`src/sv/sha256_stream_hasher_top_macros.svh`:
```
// Assertion macros for the SHA-256 stream hasher.
// Expects clk and arst_n in the scope of use; no other dependencies.
`ifndef SHA256_STREAM_HASHER_TOP_MACROS_SVH
`define SHA256_STREAM_HASHER_TOP_MACROS_SVH

// Same-cycle implication, checked outside reset
`define SHS_CHECK_NOW(lbl, ante, cons, msg) \
	lbl: assert property (@(posedge clk) disable iff (!arst_n) (ante) |-> (cons)) \
		else $error(msg);

// Next-cycle implication, checked outside reset
`define SHS_CHECK_NEXT(lbl, ante, cons, msg) \
	lbl: assert property (@(posedge clk) disable iff (!arst_n) (ante) |=> (cons)) \
		else $error(msg);

`endif

```
`src/sv/shs_pkg.sv`:
```
// Shared types, constants and SHA-256 tables for the stream hasher.
// No dependencies.
package shs_pkg;

	localparam logic [5:0] BIB_FULL      = 6'd63;
	localparam logic [5:0] BIB_LEN_START = 6'd56;
	localparam logic [5:0] ROUND_LAST    = 6'd63;
	localparam logic [1:0] WORD_LAST     = 2'd3;
	localparam logic [7:0] PAD_ONE_BYTE  = 8'h80;

	typedef enum logic [3:0] {
		ST_IDLE,
		ST_INIT,
		ST_ROUND,
		ST_ADDH,
		ST_PAD_ONE,
		ST_PAD_ZERO,
		ST_PAD_LEN,
		ST_OUT
	} ctrl_state_t;

	typedef enum logic [1:0] {
		SRC_MSG,
		SRC_ONE,
		SRC_ZERO,
		SRC_LEN
	} byte_src_t;

	typedef struct packed {
		logic       shift_byte;
		byte_src_t  byte_src;
		logic       cnt_inc;
		logic       init_work;
		logic       round;
		logic [5:0] round_idx;
		logic       add_h;
		logic       restart;
		logic [1:0] word_idx;
	} shs_cmd_t;

	typedef struct packed {
		logic [5:0] bib;
	} shs_sts_t;

	// Initial hash values
	function automatic logic [31:0] init_h(input logic [2:0] idx);
		logic [31:0] v;
		case (idx)
			3'd0: v = 32'h6a09e667;
			3'd1: v = 32'hbb67ae85;
			3'd2: v = 32'h3c6ef372;
			3'd3: v = 32'ha54ff53a;
			3'd4: v = 32'h510e527f;
			3'd5: v = 32'h9b05688c;
			3'd6: v = 32'h1f83d9ab;
			default: v = 32'h5be0cd19;
		endcase
		return v;
	endfunction

	// Round constants
	function automatic logic [31:0] round_k(input logic [5:0] t);
		logic [31:0] v;
		case (t)
			6'd0:  v = 32'h428a2f98; 6'd1:  v = 32'h71374491;
			6'd2:  v = 32'hb5c0fbcf; 6'd3:  v = 32'he9b5dba5;
			6'd4:  v = 32'h3956c25b; 6'd5:  v = 32'h59f111f1;
			6'd6:  v = 32'h923f82a4; 6'd7:  v = 32'hab1c5ed5;
			6'd8:  v = 32'hd807aa98; 6'd9:  v = 32'h12835b01;
			6'd10: v = 32'h243185be; 6'd11: v = 32'h550c7dc3;
			6'd12: v = 32'h72be5d74; 6'd13: v = 32'h80deb1fe;
			6'd14: v = 32'h9bdc06a7; 6'd15: v = 32'hc19bf174;
			6'd16: v = 32'he49b69c1; 6'd17: v = 32'hefbe4786;
			6'd18: v = 32'h0fc19dc6; 6'd19: v = 32'h240ca1cc;
			6'd20: v = 32'h2de92c6f; 6'd21: v = 32'h4a7484aa;
			6'd22: v = 32'h5cb0a9dc; 6'd23: v = 32'h76f988da;
			6'd24: v = 32'h983e5152; 6'd25: v = 32'ha831c66d;
			6'd26: v = 32'hb00327c8; 6'd27: v = 32'hbf597fc7;
			6'd28: v = 32'hc6e00bf3; 6'd29: v = 32'hd5a79147;
			6'd30: v = 32'h06ca6351; 6'd31: v = 32'h14292967;
			6'd32: v = 32'h27b70a85; 6'd33: v = 32'h2e1b2138;
			6'd34: v = 32'h4d2c6dfc; 6'd35: v = 32'h53380d13;
			6'd36: v = 32'h650a7354; 6'd37: v = 32'h766a0abb;
			6'd38: v = 32'h81c2c92e; 6'd39: v = 32'h92722c85;
			6'd40: v = 32'ha2bfe8a1; 6'd41: v = 32'ha81a664b;
			6'd42: v = 32'hc24b8b70; 6'd43: v = 32'hc76c51a3;
			6'd44: v = 32'hd192e819; 6'd45: v = 32'hd6990624;
			6'd46: v = 32'hf40e3585; 6'd47: v = 32'h106aa070;
			6'd48: v = 32'h19a4c116; 6'd49: v = 32'h1e376c08;
			6'd50: v = 32'h2748774c; 6'd51: v = 32'h34b0bcb5;
			6'd52: v = 32'h391c0cb3; 6'd53: v = 32'h4ed8aa4a;
			6'd54: v = 32'h5b9cca4f; 6'd55: v = 32'h682e6ff3;
			6'd56: v = 32'h748f82ee; 6'd57: v = 32'h78a5636f;
			6'd58: v = 32'h84c87814; 6'd59: v = 32'h8cc70208;
			6'd60: v = 32'h90befffa; 6'd61: v = 32'ha4506ceb;
			6'd62: v = 32'hbef9a3f7;
			default: v = 32'hc67178f2;
		endcase
		return v;
	endfunction

endpackage

```
`src/sv/shs_if.sv`:
```
// Stream channel interfaces for the hasher: byte input and digest output.
// No dependencies.
interface shs_byte_if;
	logic       valid;
	logic       ready;
	logic [7:0] msg_byte;
	logic       byte_present;
	logic       end_message;

	modport source (output valid, output msg_byte, output byte_present,
		output end_message, input ready);
	modport sink (input valid, input msg_byte, input byte_present,
		input end_message, output ready);
endinterface

interface shs_digest_if;
	logic        valid;
	logic        ready;
	logic [63:0] digest_word;
	logic [1:0]  word_index;
	logic        last_word;

	modport source (output valid, output digest_word, output word_index,
		output last_word, input ready);
	modport sink (input valid, input digest_word, input word_index,
		input last_word, output ready);
endinterface

```
`src/sv/shs_ctrl.sv`:
```
// Controller FSM: byte intake, padding sequence, round count, digest readout.
// Depends on shs_pkg.
module shs_ctrl
	import shs_pkg::*;
(
	input  logic       clk,
	input  logic       arst_n,
	input  logic       byte_valid,
	output logic       byte_ready,
	input  logic       byte_present,
	input  logic       end_message,
	output logic       digest_valid,
	input  logic       digest_ready,
	output logic [1:0] word_index,
	output logic       last_word,
	output shs_cmd_t   cmd,
	input  shs_sts_t   sts
);

	ctrl_state_t state_q, state_d;
	ctrl_state_t ret_q, ret_d;
	logic [5:0]  t_q, t_d;
	logic [1:0]  word_q, word_d;
	logic        blk_full;

	assign blk_full   = (sts.bib == BIB_FULL);
	assign word_index = word_q;
	assign last_word  = (word_q == WORD_LAST);

	// State registers
	always_ff @(posedge clk or negedge arst_n) begin
		if (!arst_n) begin
			state_q <= ST_IDLE;
			ret_q   <= ST_IDLE;
			t_q     <= '0;
			word_q  <= '0;
		end else begin
			state_q <= state_d;
			ret_q   <= ret_d;
			t_q     <= t_d;
			word_q  <= word_d;
		end
	end

	// Next state and commands
	always_comb begin
		state_d      = state_q;
		ret_d        = ret_q;
		t_d          = t_q;
		word_d       = word_q;
		byte_ready   = 1'b0;
		digest_valid = 1'b0;
		cmd          = '0;
		cmd.byte_src = SRC_MSG;
		cmd.round_idx = t_q;
		cmd.word_idx = word_q;
		case (state_q)
			ST_IDLE: begin
				byte_ready = 1'b1;
				if (byte_valid) begin
					if (byte_present) begin
						cmd.shift_byte = 1'b1;
						cmd.cnt_inc    = 1'b1;
						if (blk_full) begin
							state_d = ST_INIT;
							ret_d   = end_message ? ST_PAD_ONE : ST_IDLE;
						end else if (end_message) begin
							state_d = ST_PAD_ONE;
						end
					end else if (end_message) begin
						state_d = ST_PAD_ONE;
					end
				end
			end
			ST_PAD_ONE: begin
				cmd.shift_byte = 1'b1;
				cmd.byte_src   = SRC_ONE;
				if (blk_full) begin
					state_d = ST_INIT;
					ret_d   = ST_PAD_ZERO;
				end else begin
					state_d = ST_PAD_ZERO;
				end
			end
			ST_PAD_ZERO: begin
				if (sts.bib == BIB_LEN_START) begin
					state_d = ST_PAD_LEN;
				end else begin
					cmd.shift_byte = 1'b1;
					cmd.byte_src   = SRC_ZERO;
					if (blk_full) begin
						state_d = ST_INIT;
						ret_d   = ST_PAD_ZERO;
					end
				end
			end
			ST_PAD_LEN: begin
				cmd.shift_byte = 1'b1;
				cmd.byte_src   = SRC_LEN;
				if (blk_full) begin
					state_d = ST_INIT;
					ret_d   = ST_OUT;
				end
			end
			ST_INIT: begin
				cmd.init_work = 1'b1;
				t_d     = '0;
				state_d = ST_ROUND;
			end
			ST_ROUND: begin
				cmd.round = 1'b1;
				t_d       = t_q + 6'd1;
				if (t_q == ROUND_LAST) begin
					state_d = ST_ADDH;
				end
			end
			ST_ADDH: begin
				cmd.add_h = 1'b1;
				state_d   = ret_q;
			end
			ST_OUT: begin
				digest_valid = 1'b1;
				if (digest_ready) begin
					word_d = word_q + 2'd1;
					if (word_q == WORD_LAST) begin
						cmd.restart = 1'b1;
						state_d     = ST_IDLE;
					end
				end
			end
			default: begin
				state_d = ST_IDLE;
			end
		endcase
	end

endmodule

```
`src/sv/shs_datapath.sv`:
```
// Datapath: 512-bit block/schedule shift line, round unit, hash state, counters.
// Depends on shs_pkg.
module shs_datapath
	import shs_pkg::*;
(
	input  logic        clk,
	input  logic        arst_n,
	input  shs_cmd_t    cmd,
	input  logic [7:0]  msg_byte,
	output shs_sts_t    sts,
	output logic [63:0] digest_word
);

	logic [511:0] blk_q;
	logic [31:0]  h_q [8];
	logic [31:0]  wv_q [8];
	logic [5:0]   bib_q;
	logic [60:0]  cnt_q;

	logic [63:0]  len_bits;
	logic [2:0]   len_sel;
	logic [7:0]   byte_val;
	logic [31:0]  w0, w1, w9, w14, g0, g1, wt;
	logic [31:0]  sig0, sig1, ch, maj, t1, t2;

	assign sts.bib  = bib_q;
	assign len_bits = {cnt_q, 3'b000};
	assign len_sel  = ~bib_q[2:0];

	// Byte to shift into the block
	always_comb begin
		case (cmd.byte_src)
			SRC_MSG:  byte_val = msg_byte;
			SRC_ONE:  byte_val = PAD_ONE_BYTE;
			SRC_LEN:  byte_val = len_bits[{len_sel, 3'b000} +: 8];
			default:  byte_val = 8'h00;
		endcase
	end

	// Schedule taps: word 0 is the oldest
	assign w0  = blk_q[511:480];
	assign w1  = blk_q[479:448];
	assign w9  = blk_q[223:192];
	assign w14 = blk_q[63:32];
	assign g0  = {w1[6:0], w1[31:7]} ^ {w1[17:0], w1[31:18]} ^ (w1 >> 3);
	assign g1  = {w14[16:0], w14[31:17]} ^ {w14[18:0], w14[31:19]} ^ (w14 >> 10);
	assign wt  = (cmd.round_idx[5:4] == 2'b00) ? w0 : (w0 + g0 + w9 + g1);

	// Round function
	assign sig1 = {wv_q[4][5:0], wv_q[4][31:6]} ^ {wv_q[4][10:0], wv_q[4][31:11]}
		^ {wv_q[4][24:0], wv_q[4][31:25]};
	assign ch   = (wv_q[4] & wv_q[5]) ^ (~wv_q[4] & wv_q[6]);
	assign t1   = wv_q[7] + sig1 + ch + round_k(cmd.round_idx) + wt;
	assign sig0 = {wv_q[0][1:0], wv_q[0][31:2]} ^ {wv_q[0][12:0], wv_q[0][31:13]}
		^ {wv_q[0][21:0], wv_q[0][31:22]};
	assign maj  = (wv_q[0] & wv_q[1]) ^ (wv_q[0] & wv_q[2]) ^ (wv_q[1] & wv_q[2]);
	assign t2   = sig0 + maj;

	assign digest_word = {h_q[{cmd.word_idx, 1'b0}], h_q[{cmd.word_idx, 1'b1}]};

	// Block shift line and working variables
	always_ff @(posedge clk) begin
		if (cmd.shift_byte) begin
			blk_q <= {blk_q[503:0], byte_val};
		end else if (cmd.round) begin
			blk_q <= {blk_q[479:0], wt};
		end
		if (cmd.init_work) begin
			for (int i = 0; i < 8; i++) begin
				wv_q[i] <= h_q[i];
			end
		end else if (cmd.round) begin
			wv_q[0] <= t1 + t2;
			wv_q[1] <= wv_q[0];
			wv_q[2] <= wv_q[1];
			wv_q[3] <= wv_q[2];
			wv_q[4] <= wv_q[3] + t1;
			wv_q[5] <= wv_q[4];
			wv_q[6] <= wv_q[5];
			wv_q[7] <= wv_q[6];
		end
	end

	// Hash state and counters
	always_ff @(posedge clk or negedge arst_n) begin
		if (!arst_n) begin
			for (int i = 0; i < 8; i++) begin
				h_q[i] <= init_h(3'(i));
			end
			bib_q <= '0;
			cnt_q <= '0;
		end else begin
			if (cmd.restart) begin
				for (int i = 0; i < 8; i++) begin
					h_q[i] <= init_h(3'(i));
				end
				bib_q <= '0;
				cnt_q <= '0;
			end else begin
				if (cmd.add_h) begin
					for (int i = 0; i < 8; i++) begin
						h_q[i] <= h_q[i] + wv_q[i];
					end
				end
				if (cmd.shift_byte) begin
					bib_q <= bib_q + 6'd1;
				end
				if (cmd.cnt_inc) begin
					cnt_q <= cnt_q + 61'd1;
				end
			end
		end
	end

endmodule

```
`src/sv/sha256_stream_hasher_top.sv`:
```
// Bytes are taken in idle; a filled block adds a compression (load, 64 rounds, add).
// End of message: padding shifts one byte per cycle, except while a full block compresses;
// one or two compressions, then four digest transfers. No bytes are taken during compression.
// Reset (arst_n, asynchronous): FSM idle, hash state to the initial values, counts to zero.
// Block buffer and working variables are not reset and need no clearing pass.
module sha256_stream_hasher_top
	import shs_pkg::*;
(
	input  logic clk,
	input  logic arst_n,
	shs_byte_if.sink     byte_ch,
	shs_digest_if.source digest_ch
);

`include "sha256_stream_hasher_top_macros.svh"

	shs_cmd_t cmd;
	shs_sts_t sts;

	shs_ctrl u_ctrl (
		.clk          (clk),
		.arst_n       (arst_n),
		.byte_valid   (byte_ch.valid),
		.byte_ready   (byte_ch.ready),
		.byte_present (byte_ch.byte_present),
		.end_message  (byte_ch.end_message),
		.digest_valid (digest_ch.valid),
		.digest_ready (digest_ch.ready),
		.word_index   (digest_ch.word_index),
		.last_word    (digest_ch.last_word),
		.cmd          (cmd),
		.sts          (sts)
	);

	shs_datapath u_dp (
		.clk         (clk),
		.arst_n      (arst_n),
		.cmd         (cmd),
		.msg_byte    (byte_ch.msg_byte),
		.sts         (sts),
		.digest_word (digest_ch.digest_word)
	);

	// Checks
	`SHS_CHECK_NOW(a_no_intake_during_readout, digest_ch.valid, !byte_ch.ready, "byte intake during digest readout")
	`SHS_CHECK_NEXT(a_idle_after_last, digest_ch.valid && digest_ch.ready && digest_ch.last_word, byte_ch.ready && !digest_ch.valid, "not idle after last digest word")
	`SHS_CHECK_NEXT(a_word_sequence, digest_ch.valid && digest_ch.ready && !digest_ch.last_word, digest_ch.valid && (digest_ch.word_index == $past(digest_ch.word_index) + 2'd1), "digest word order broken")
	`SHS_CHECK_NOW(a_round_not_shift, cmd.round, !cmd.shift_byte && !cmd.restart, "round overlaps byte shift or restart")

endmodule

```
`src/flat_wrapper.sv`:
```
// flat-port wrapper written by rule: the top's interface ports become plain ports
module sha256_stream_hasher_top_flat import shs_pkg::*;
  (clk, arst_n, byte_ch_valid, byte_ch_msg_byte, byte_ch_byte_present, byte_ch_end_message, byte_ch_ready, digest_ch_valid, digest_ch_digest_word, digest_ch_word_index, digest_ch_last_word, digest_ch_ready);
  shs_byte_if byte_ch_i ();
  shs_digest_if digest_ch_i ();
  input  logic clk;
  input  logic arst_n;
  input wire logic [$bits(byte_ch_i.valid)-1:0] byte_ch_valid;
  input wire logic [$bits(byte_ch_i.msg_byte)-1:0] byte_ch_msg_byte;
  input wire logic [$bits(byte_ch_i.byte_present)-1:0] byte_ch_byte_present;
  input wire logic [$bits(byte_ch_i.end_message)-1:0] byte_ch_end_message;
  output wire logic [$bits(byte_ch_i.ready)-1:0] byte_ch_ready;
  output wire logic [$bits(digest_ch_i.valid)-1:0] digest_ch_valid;
  output wire logic [$bits(digest_ch_i.digest_word)-1:0] digest_ch_digest_word;
  output wire logic [$bits(digest_ch_i.word_index)-1:0] digest_ch_word_index;
  output wire logic [$bits(digest_ch_i.last_word)-1:0] digest_ch_last_word;
  input wire logic [$bits(digest_ch_i.ready)-1:0] digest_ch_ready;
  assign byte_ch_i.valid = byte_ch_valid;
  assign byte_ch_i.msg_byte = byte_ch_msg_byte;
  assign byte_ch_i.byte_present = byte_ch_byte_present;
  assign byte_ch_i.end_message = byte_ch_end_message;
  assign byte_ch_ready = byte_ch_i.ready;
  assign digest_ch_valid = digest_ch_i.valid;
  assign digest_ch_digest_word = digest_ch_i.digest_word;
  assign digest_ch_word_index = digest_ch_i.word_index;
  assign digest_ch_last_word = digest_ch_i.last_word;
  assign digest_ch_i.ready = digest_ch_ready;
  sha256_stream_hasher_top u_core (.clk(clk), .arst_n(arst_n), .byte_ch(byte_ch_i), .digest_ch(digest_ch_i));
endmodule
```
`config.mk`:
```
export PLATFORM = sky130hd
export DESIGN_NAME = sha256_stream_hasher_top_flat
export DESIGN_NICKNAME = d
export VERILOG_FILES = /design/src/sv/shs_pkg.sv /design/src/sv/shs_if.sv /design/src/sv/shs_ctrl.sv /design/src/sv/shs_datapath.sv /design/src/sv/sha256_stream_hasher_top.sv /design/src/flat_wrapper.sv
export VERILOG_INCLUDE_DIRS = /design/src /design/src/sv
export SDC_FILE = /design/constraint.sdc
export NUM_CORES = 2
export LEC_CHECK = 0
export ABC_AREA = 1
export BUFFER_PORTS_ARGS = -buffer_cell sky130_fd_sc_hd__buf_4
export CORE_MARGIN = 1.5
export CORE_UTILIZATION = 30
export CTS_BUF_LIST = sky130_fd_sc_hd__clkbuf_8 sky130_fd_sc_hd__clkbuf_16
export DETAILED_ROUTE_END_ITERATION = 7
export PLACE_DENSITY = 0.41
export SYNTH_ARGS = -nofsm -noshare
export SYNTH_HDL_FRONTEND = slang
export SYNTH_SLANG_ARGS = --single-unit
```
`constraint.sdc`:
```
create_clock -name clk -period 13.15 [get_ports clk]
set_input_delay 0.6575 -clock clk [delete_from_list [all_inputs] [get_ports clk]]
set_output_delay 0.6575 -clock clk [all_outputs]
set_load 0.02 [all_outputs]
```
==> reports/qor.yml <==
run_status:
  outcome: "finished, final reports clean"
min_path:
  min_from: "byte_ch_end_message"
  hold_path_class: "in -> reg"
  min_path_cells: 3
  hold_path_end: "u_core.u_ctrl.ret_q[2]"
global_routing:
  antenna_found_initial: 22
  grt_max_degree: 228
  grt_pass1_vias: 67400
  gr-total-overflow: 0
  grt_use_total_pct: 26.3
  grt_pass1_wl_mm: 504
final_layout:
  post-route-cell-area_um2: 88000
  nets: 10300
  area_growth_pct: 11.6
  final_util_pct: 33.8
  drive_above_1_share_pct: 6.33
  fillers: 27600
placed_design:
  dp_hpwl_mm: 278
  dpl_cell_area_um2: 83100
  gp_congestion: 0.957
  port-buffer-count: 82
routing:
  drt_iter0_markers: 6996
  viasPerCell: 5.24
  final_antenna_net_count: 0
  drc: 0
  wl_per_cell_um: 26.6
  vias: 69900
  drt-pass1-iter-count: 7
  drt_wl_total_mm: 355
setup_path:
  cp.arrival_ps: 11660
  r2r_start: "u_core.u_dp.blk_q[456]"
  r2r_slack_ps: 2090
  startpoint_type: "register"
  cp_slowest_stage_delay_ps: 810
  cp_slowest_cell: "o21ai_0"
  crit_required_ps: 13750
  cp-end-kind: "register"
  worstPathMaxFanout: 5
  worst-setup-path-type: "reg -> reg"
  reg2reg_depth: 41
  cpMostUsedCell: "nand2_1"
  timing.rr.end: "u_core.u_dp.wv_q[0][27]"
sta:
  rsz0062_at_grt: "false"
  tns_ps: 0
  final_max_slew_viol_count: 0
  finalSetupViolCount: 0
  timing.final.crit_share_pct: 84.1
  hold_viol: 0
  max-slew-margin-rel_pct: 6.37
  tightestPinTransition_ps: 1390
  fin_skew_ps: 92.1
  fin_crit_ps: 11060
  max_freq_ghz: 0.0904
clocking:
  clkTransAtPathRegs_ps: 60
  root_buffer: "clkbuf_16"
  clock_path_buffers: 3
  cts_tree: "yes"
  cts.sinks: 1106
  cts_resized: 0
  clock_latency_ps: 870
  postCtsSetupRepairBufs: 0
  cts.htree.levels: 4
  cts_buffers: 144
  ctsHoldBuffers: 1
synthesis:
  yosysWarnings: 0
  netlist_area_um2: 78800
  synth_edf_count: 768
  synth_nets: 10400
  synthArstFlopShare_pct: 30.6
  synth-seq-area-share_pct: 40.2
  synthCells: 9814
  synth_seq_cells: 1106
  ys_types: 76
  avgSynthCellArea_um2: 8.03
  yosys_most_used_dff: "edfxtp_1"
floorplan:
  num_rows: 187
  dieArea_um2: 266000
  ioPinCount: 83
  fp.dieW_um: 516
  start_util_pct: 30.3
  die_h_um: 516
  design.core.area_um2: 260000
job:
  max_cap_viol_count: 0
## synthesized netlist by cell type, drive strengths merged, types with 177 or more instances
cell,n,area share (%)
a21oi,621,3.9
clkbuf,375,1.8
dfrtp,202,6.4
edfxtp,768,29
fa,196,5.0
ha,404,6.4
inv,1381,6.6
nand2,2238,11
nand3,247,1.6
nor2,630,3.1
o21ai,1290,8.2
o22ai,177,1.4
xnor2,195,2.2
xor2,247,2.7
## layer usage
metal | GRT usage [%] | part of all wire [%]
met5 | 0 | 0.021
met4 | 8.22 | 3.2
met3 | 3.17 | 5.4
met2 | 40.6 | 44
met1 | 38.0 | 47
## worst max path at each step
| stage | slack, ps | start | to |
|---|---|---|---|
| 6_report | 2090 | u_core.u_dp.blk_q[456] | u_core.u_dp.wv_q[0][27] |
| 5_1_grt | 1630 | u_core.u_dp.blk_q[456] | u_core.u_dp.wv_q[0][27] |
| 4_1_cts | 2290 | u_core.u_dp.blk_q[456] | u_core.u_dp.wv_q[0][27] |
| 3_5_place_dp | 2380 | u_core.u_dp.blk_q[456] | u_core.u_dp.wv_q[0][27] |
| 3_3_place_gp | 2320 | u_core.u_dp.blk_q[456] | u_core.u_dp.wv_q[0][27] |
| 2_1_floorplan | 4300 | u_core.u_dp.sts[0] | u_core.u_dp.blk_q[0] |
## sequential cells by signal (all words and copies together) (netlist names)
name and flops:
u_core.u_ctrl.ret_q 3, u_core.u_ctrl.state_q 4, u_core.u_ctrl.t_q 6, u_core.u_ctrl.word_index 2
u_core.u_dp.blk_q 512, u_core.u_dp.cnt_q 61, u_core.u_dp.h_q 256, u_core.u_dp.sts 6
u_core.u_dp.wv_q 256
## final cells by class
cell class                      instances  area (µm²)  area share, %
Multi-Input combinational cell       6903       40300           45.9
Sequential cell                      1106       31700           36.0
Inverter                             1386        5240           5.95
Tap cell                             3496        4370           4.97
Clock buffer                          155        3770           4.28
Timing Repair Buffer                  188        1460           1.66
Clock inverter                        108        1080           1.23
Antenna cell                            6        15.0         0.0171
## placed cells by master (no fill, tap or decap), drive strengths merged, types with 123 or more instances in the layout
cell type / count
dfrtp: 202
xor2: 247
xnor2: 195
o21ai: 1290
ha: 404
nand3: 247
clkbuf: 155
edfxtp: 768
nand2: 2238
fa: 196
dfstp: 136
nor3: 123
inv: 1426
nor2: 630
o22ai: 177
buf: 187
a21oi: 621
## cells by family after synthesis
logic type	count (synthesis)	synth area share, %
AND/OR/NAND/NOR	3380	17.4
AO/OA/AOI/OAI	2459	17.1
buffers and inverters	1805	8.67
flip-flops	1106	40.2
adder cells (fa/ha/maj)	618	11.6
XOR/XNOR	443	4.94
multiplexers	2	0.0254
other	1	0.00476
## worst max-delay path: cells and delay by family, from the launching register on
family          cells  cell delay, ps
compound gates      8            3010
xor+xnor            4            1010
fa+ha+maj          10            4330
buf+inv             5             360
flops               1             490
simple gates       14            1580
## stage by stage
stage	hold WS, ps	worst slack (ps)	instances
2_1_floorplan	362	4300	9814
3_3_place_gp	481	2320	13100
3_5_place_dp	484	2380	13100
4_1_cts	37.9	2290	13300
5_1_grt	105	1630	13300
6_report	81.9	2090	13300
Power is left out: the tool's default activity adds up to more than one toggle a clock period on the data nets, which glitch-free logic cannot reach.
